**src/rtl/fatc_pkg.sv**
```systemverilog
// Package with shared constants, types and character maps for the FAT file name checker.
`timescale 1ns / 1ps

package fatc_pkg;

    localparam int MAX_NAME_CHARS = 255;

    localparam int UNIT_W = 16;
    localparam int KEPT_W = 9;
    localparam int CNT_W  = $clog2(MAX_NAME_CHARS + 2);
    localparam int BASE_W = 4;
    localparam int EXT_W  = 3;

    localparam logic [BASE_W-1:0] BASE_SAT = BASE_W'(9);
    localparam logic [BASE_W-1:0] BASE_MAX = BASE_W'(8);
    localparam logic [EXT_W-1:0]  EXT_SAT  = EXT_W'(4);
    localparam logic [EXT_W-1:0]  EXT_MAX  = EXT_W'(3);

    localparam logic [CNT_W-1:0]  COUNT_SAT = CNT_W'(MAX_NAME_CHARS + 1);
    localparam logic [CNT_W-1:0]  COUNT_MAX = CNT_W'(MAX_NAME_CHARS);
    localparam logic [CNT_W:0]    KEPT_SAT  = (CNT_W + 1)'((1 << KEPT_W) - 1);

    localparam logic [UNIT_W-1:0] CHAR_PERIOD  = 16'h002E;
    localparam logic [UNIT_W-1:0] CHAR_SPACE   = 16'h0020;
    localparam logic [UNIT_W-1:0] CHAR_LOWER_A = 16'h0061;
    localparam logic [UNIT_W-1:0] CHAR_LOWER_Z = 16'h007A;
    localparam logic [UNIT_W-1:0] CASE_OFFSET  = 16'h0020;
    localparam logic [UNIT_W-1:0] ASCII_LIMIT  = 16'h0080;
    localparam logic [UNIT_W-1:0] BYTE_LIMIT   = 16'h0100;

    localparam logic [127:0] SHORT_MAP = {32'h6FFFFFFF, 32'hC7FFFFFF, 32'h03FF63FA, 32'h00000000};
    localparam logic [127:0] LONG_MAP  = {32'h6FFFFFFF, 32'hEFFFFFFF, 32'h2BFF7BFA, 32'h00000000};

    typedef struct packed {
        logic              error_seen;
        logic              period_seen;
        logic [BASE_W-1:0] base_count;
        logic [EXT_W-1:0]  ext_count;
        logic [CNT_W-1:0]  unit_count;
        logic [CNT_W-1:0]  tail_position;
    } name_state_t;

    typedef struct packed {
        logic [UNIT_W-1:0] mapped_unit;
        logic              name_done;
        logic              name_valid;
        logic [KEPT_W-1:0] kept_length;
    } name_result_t;

endpackage

```
**src/rtl/fatc_eval.sv**
```systemverilog
// Per code unit evaluation: character checks, counter updates and the final verdict.
`timescale 1ns / 1ps

module fatc_eval
    import fatc_pkg::*;
(
    input  logic [UNIT_W-1:0] code_unit,
    input  logic              final_unit,
    input  logic              short_name_mode,
    input  name_state_t       state_cur,
    output name_state_t       state_next,
    output name_result_t      result
);

    name_state_t       upd;
    logic              is_period;
    logic              is_trim;
    logic              short_bad;
    logic              long_bad;
    logic              ok;
    logic [CNT_W:0]    kept_wide;
    logic [UNIT_W-1:0] mapped;

    always_comb begin
        upd = state_cur;
        is_period = (code_unit == CHAR_PERIOD);
        is_trim = is_period || (code_unit == CHAR_SPACE);
        short_bad = (code_unit >= ASCII_LIMIT) || !SHORT_MAP[code_unit[6:0]];
        long_bad = (code_unit < BYTE_LIMIT)
                   && ((code_unit >= ASCII_LIMIT) || !LONG_MAP[code_unit[6:0]]);
        mapped = code_unit;

        if (state_cur.unit_count < COUNT_SAT) begin
            upd.unit_count = state_cur.unit_count + CNT_W'(1);
        end
        if (!is_trim) begin
            upd.tail_position = upd.unit_count;
        end

        if (short_name_mode) begin
            if ((code_unit >= CHAR_LOWER_A) && (code_unit <= CHAR_LOWER_Z)) begin
                mapped = code_unit - CASE_OFFSET;
            end
            if (!state_cur.error_seen) begin
                if (short_bad) begin
                    upd.error_seen = 1'b1;
                end else if (is_period) begin
                    if (state_cur.period_seen) begin
                        upd.error_seen = 1'b1;
                    end else begin
                        upd.period_seen = 1'b1;
                    end
                end else if (!state_cur.period_seen) begin
                    if (state_cur.base_count < BASE_SAT) begin
                        upd.base_count = state_cur.base_count + BASE_W'(1);
                    end
                end else begin
                    if (state_cur.ext_count < EXT_SAT) begin
                        upd.ext_count = state_cur.ext_count + EXT_W'(1);
                    end
                end
            end
        end else if (long_bad) begin
            upd.error_seen = 1'b1;
        end

        ok = !upd.error_seen && (upd.unit_count <= COUNT_MAX);
        if (short_name_mode) begin
            ok = ok && (upd.base_count != '0) && (upd.base_count <= BASE_MAX)
                 && (upd.ext_count <= EXT_MAX);
            kept_wide = {1'b0, upd.unit_count}
                        - (CNT_W + 1)'(upd.period_seen && (upd.ext_count == '0));
        end else begin
            ok = ok && (upd.tail_position != '0);
            kept_wide = {1'b0, upd.tail_position};
        end
        if (kept_wide > KEPT_SAT) begin
            kept_wide = KEPT_SAT;
        end

        result.mapped_unit = mapped;
        result.name_done = final_unit;
        result.name_valid = final_unit && ok;
        result.kept_length = (final_unit && ok) ? KEPT_W'(kept_wide) : '0;

        state_next = final_unit ? name_state_t'('0) : upd;
    end

endmodule
```
**config.mk**
```make
export PLATFORM = sky130hd
export DESIGN_NAME = fatc_eval
export DESIGN_NICKNAME = d
export VERILOG_FILES = /design/src/rtl/fatc_pkg.sv /design/src/rtl/fatc_eval.sv
export SDC_FILE = /design/constraint.sdc
export NUM_CORES = 1
export LEC_CHECK = 0
export ABC_CLOCK_PERIOD_IN_PS = 3100
export BUFFER_PORTS_ARGS = -buffer_cell sky130_fd_sc_hd__buf_4
export CORE_MARGIN = 8
export CORE_UTILIZATION = 40
export DETAILED_ROUTE_END_ITERATION = 6
export PLACE_DENSITY = 0.76
export SYNTH_ARGS = -nofsm -noshare
export SYNTH_HDL_FRONTEND = slang
export SYNTH_SLANG_ARGS = --single-unit
```
**constraint.sdc**
```tcl
create_clock -name vclk -period 3.1
set_input_delay 0 -clock vclk [all_inputs]
set_output_delay 0 -clock vclk [all_outputs]
set_load 0.01 [all_outputs]
```
* Yosys cells after proc, flatten, opt, wreduce, memory -nomap -nowiden
Memory sizes are Yosys's and may differ from the RTL's.
Index checks and enable logic that the tools add are counted.
** Storage, ports and cells
- Bits in registers :: 0
- ROM bits :: 256
- Output and inout bits :: 54
- Logic and storage cells :: 63
- Memories :: 2
** Memory list
- (no name shown) :: words 128, bits a word 1, read ports 1, clocked after memory_dff 0, write ports 0, line fatc_eval.sv:30 : && ((code_unit >= ASCII_LIMIT) || !LONG_MAP[code_unit[6:0]]);
- (no name shown) :: words 128, bits a word 1, read ports 1, clocked after memory_dff 0, write ports 0, line fatc_eval.sv:28 : short_bad = (code_unit >= ASCII_LIMIT) || !SHORT_MAP[code_unit[6:0]];
** Operators by class
- Add/sub/neg operators :: 5
- $lt $le $gt $ge :: 12
- Equality and inequality tests :: 2
- Mux-type cells :: 24
- Reduce and logical (&&, ||, !) cells :: 18
** Operators with widths (number)
- $mux W9 :: 5
- $eq A16 B6 Y1 const B :: 2
- $mux W16 :: 2
- $mux W27 :: 1
- $ge A16 B7 Y1 const B :: 1
- $ge A16 B8 Y1 const B :: 1
- $le A16 B7 Y1 const B :: 1
- $lt A16 B9 Y1 const B :: 1
- $mux W8 :: 2
- $sub A16 B6 Y16 const B :: 1
- $gt A10 B9 Y1 const B :: 1
- $mux W10 :: 1
- $sub A9 B1 Y10 :: 1
- $add A9 B1 Y9 const B :: 1
- $le A9 B8 Y1 const B :: 1
- $logic_and A1 B1 Y1 :: 9
- $lt A9 B9 Y1 const B :: 1
- $reduce_bool A9 Y1 :: 1
- $lt A7 B8 Y1 const B :: 1
- $mux W4 :: 2
- $mux W1 :: 7
- $mux W7 :: 1
- $mux W3 :: 2
- $add A4 B1 Y4 const B :: 1
- other kinds (10) :: 14

* Logic depth before layout (Yosys ltp)
- Word-level depth :: 15
- Depth in mapped cells :: 16
- Gate-level depth less buffers :: 15

* Least setup slack after synthesis
No wires, ideal clock.
- Path type :: input -> output
- Start point :: input code_unit[0]
- End point :: output result[8] (netlist bit)
- Arrival :: 2.993 ns
- Required time :: 3.100 ns
- Path slack :: 0.107 ns
- Stages on the path :: 15
- Path through :: inv_1 > ha_1 > and2_1 > o211ai_1 > a2111oi_2 > and4_1 > mux2i_1 > nor3b_1 > ha_1 > ha_1 > nand4_1 > nor4_1 > xnor2_1 > a21oi_1 > a211oi_1
** RTL lines
- start, declared :: line fatc_eval.sv:7 : input logic [UNIT_W-1:0] code_unit,
- end, declared :: line fatc_eval.sv:12 : output name_result_t result

==> metrics.txt <==
Max Freq 0.322 GHz; final hold viol count 0; WS Path Type input port to output pin; ranking of synthesized cells by area ha_1 11%, nor2_1 8.9%, mux2i_1 5.6%, nand2_1 4.9%, a21oi_1 4.5%; core area 4320 um2; total grt overflow 0; average size of a mapped cell 6.79 um2; # rows 24; pwr dens 120 nW/um2; Initial Util 41.0%; Distinct cells, synth 58; final number of max-transition violations 0; Die Wd 82.6 um; Total GRT Usage 18.0%; Cells after DPL 410; crit-path max FO 6; Tcrit/Tclk final 100%; status complete, but fails checks; CP endpoint kind output pin; DRC 0; worst hold-check path type input port to output pin; Syn Inst Count 261; Cell Area, Placed 2610 um2; DR iter-0 viols 146; leading area contributor after synthesis ha_1; Leakage 1.31 nW; vias in the first global route 2286; via count 2332; final wirelength 6660 um; register area 0 um2; Syn Std Cell Area 1770 um2; Slew @ Worst Pin 0.699 ns; VDD IR max 0.0670 mV; CLK BUF 0; WL/cell 15.8 um; Pre-antenna DRT Iters 4; die footprint 6810 um2; first-pass GRT wire length 10400 um; WHS 0.196 ns; crit path DAT 3.11 ns; Design Area, Final 2820 um2; DRT antenna net count 0; share of the synthesized area in the top cell type 11.3%; setup violators final 1; diode count 0; Post-Syn Nets 322; # port buffers 99; Core Util, Final 65.1%; Max Cap Viol 0; RSZ-0062 raised after global routing true; Slew HR 52.0%; Layout area overhead 59.0%; final std cells w/o fill 423; final sequential cell count 0; Fillers 381; Final HPWL DP 5390 um; Final Worst Setup Slack -0.00749 ns; initial antenna violation count 0; dpl ws -0.151 ns; Synth warnings 0; Nets 434; die height 82.6 um; Ports 99; largest net degree at the start of global routing 30; minimum clock period 3.11 ns; routability congestion estimate 0.849; Critical Path RT 3.10 ns; register area share after synthesis 0%; violated checks negative setup slack; layout cells sized above 1 44.2%; hold_buf cts 0; vias per inst 5.51; Startpoint Class input port
-- cells in the mapped netlist, drive strengths merged (4+ instances only) --
| library cell | number |
|---|---|
| nand2 | 24 |
| buf | 13 |
| xor2 | 8 |
| mux2i | 10 |
| or3 | 6 |
| o21ai | 9 |
| a211oi | 5 |
| a31oi | 5 |
| a21oi | 17 |
| nand4 | 5 |
| nand3 | 11 |
| nor4 | 6 |
| nor3b | 4 |
| clkbuf | 8 |
| nor2 | 42 |
| inv | 11 |
| nand2b | 6 |
| ha | 16 |
| xnor2 | 7 |
| nor3 | 12 |
-- cells by family (layout without fill, tap and decap cells) --
family,after synthesis,in the layout,share of synthesized area [%]
AO/OA/AOI/OAI,48,48,21.3
XOR/XNOR,15,15,7.42
adder cells (fa/ha/maj),16,16,11.3
buffers and inverters,32,142,9.39
multiplexers,13,13,7.56
AND/OR/NAND/NOR,137,137,43.0
-- final timing paths --
| path | start | endpoint | depth (start not counted) |
|---|---|---|---|
| hold / removal | code_unit[8] | result[19] | 2 |
| setup / recovery | code_unit[0] | result[6] | 16 |
-- critical path, stage by stage --
cell and delay (ns):
buf_8 0.10, buf_4 0.13, ha_1 0.21, nor4b_2 0.18, a2111oi_2 0.39, and4_4 0.30
mux2i_2 0.24, nor3b_2 0.22, ha_2 0.23, buf_4 0.12, nand3_4 0.07, nor4_4 0.18
buf_4 0.17, nand3_4 0.11, a211oi_1 0.30, buf_4 0.17
-- per-layer routing --
layer / up-vias / routed length [um] / GRT usage, %
met5: - / 0 / 0
met2: 92 / 3220 / 32.7
li1: 1157 / - / -
met3: 6 / 609 / 2.60
met1: 1077 / 2780 / 22.4
met4: 0 / 51 / 1.90
-- cells in the final DEF, fill, tap and decap left out, drive strengths merged, types with 4 or more instances in the layout --
master / n
nand4: 5
nand3: 11
nor4: 6
xor2: 8
ha: 16
o21ai: 9
nand2: 24
or3: 6
xnor2: 7
a21oi: 17
nor3: 12
inv: 11
mux2i: 10
a31oi: 5
a211oi: 5
nand2b: 6
nor3b: 4
nor2: 42
buf: 131
-- repair_timing --
item | in CTS | in global routing
gates cloned | 0 | 0
pin swaps | 13 | 8
buffers inserted | 10 | 3
endpoints found under the setup margin | 3 | 9
gates resized for setup | 19 | 5
-- final cells by class --
cell class / count / area (um2) / share of cell area (%)
repair buffers: 131 / 1010 / 35.9
multi-input cells: 229 / 1690 / 60.2
well taps: 52 / 65.1 / 2.31
inverters: 11 / 46.3 / 1.64
-- stage by stage --
stage	setup TNS (ns)	power [mW]
4_1_cts	-0.0647	0.332
3_5_place_dp	-0.199	0.313
5_1_grt	-1.31	0.366
2_1_floorplan	0	0.160
6_report	-0.00749	0.337
3_3_place_gp	-0.0591	0.308
-- power breakdown --
| group | switching [mW] | internal (mW) | leakage (nW) |
|---|---|---|---|
| Clock | 0 | 0 | 0 |
| Combinational | 0.174 | 0.164 | 1.31 |
| Sequential | 0 | 0 | 0 |
No activity file was read; power rests on OpenSTA's default activity.
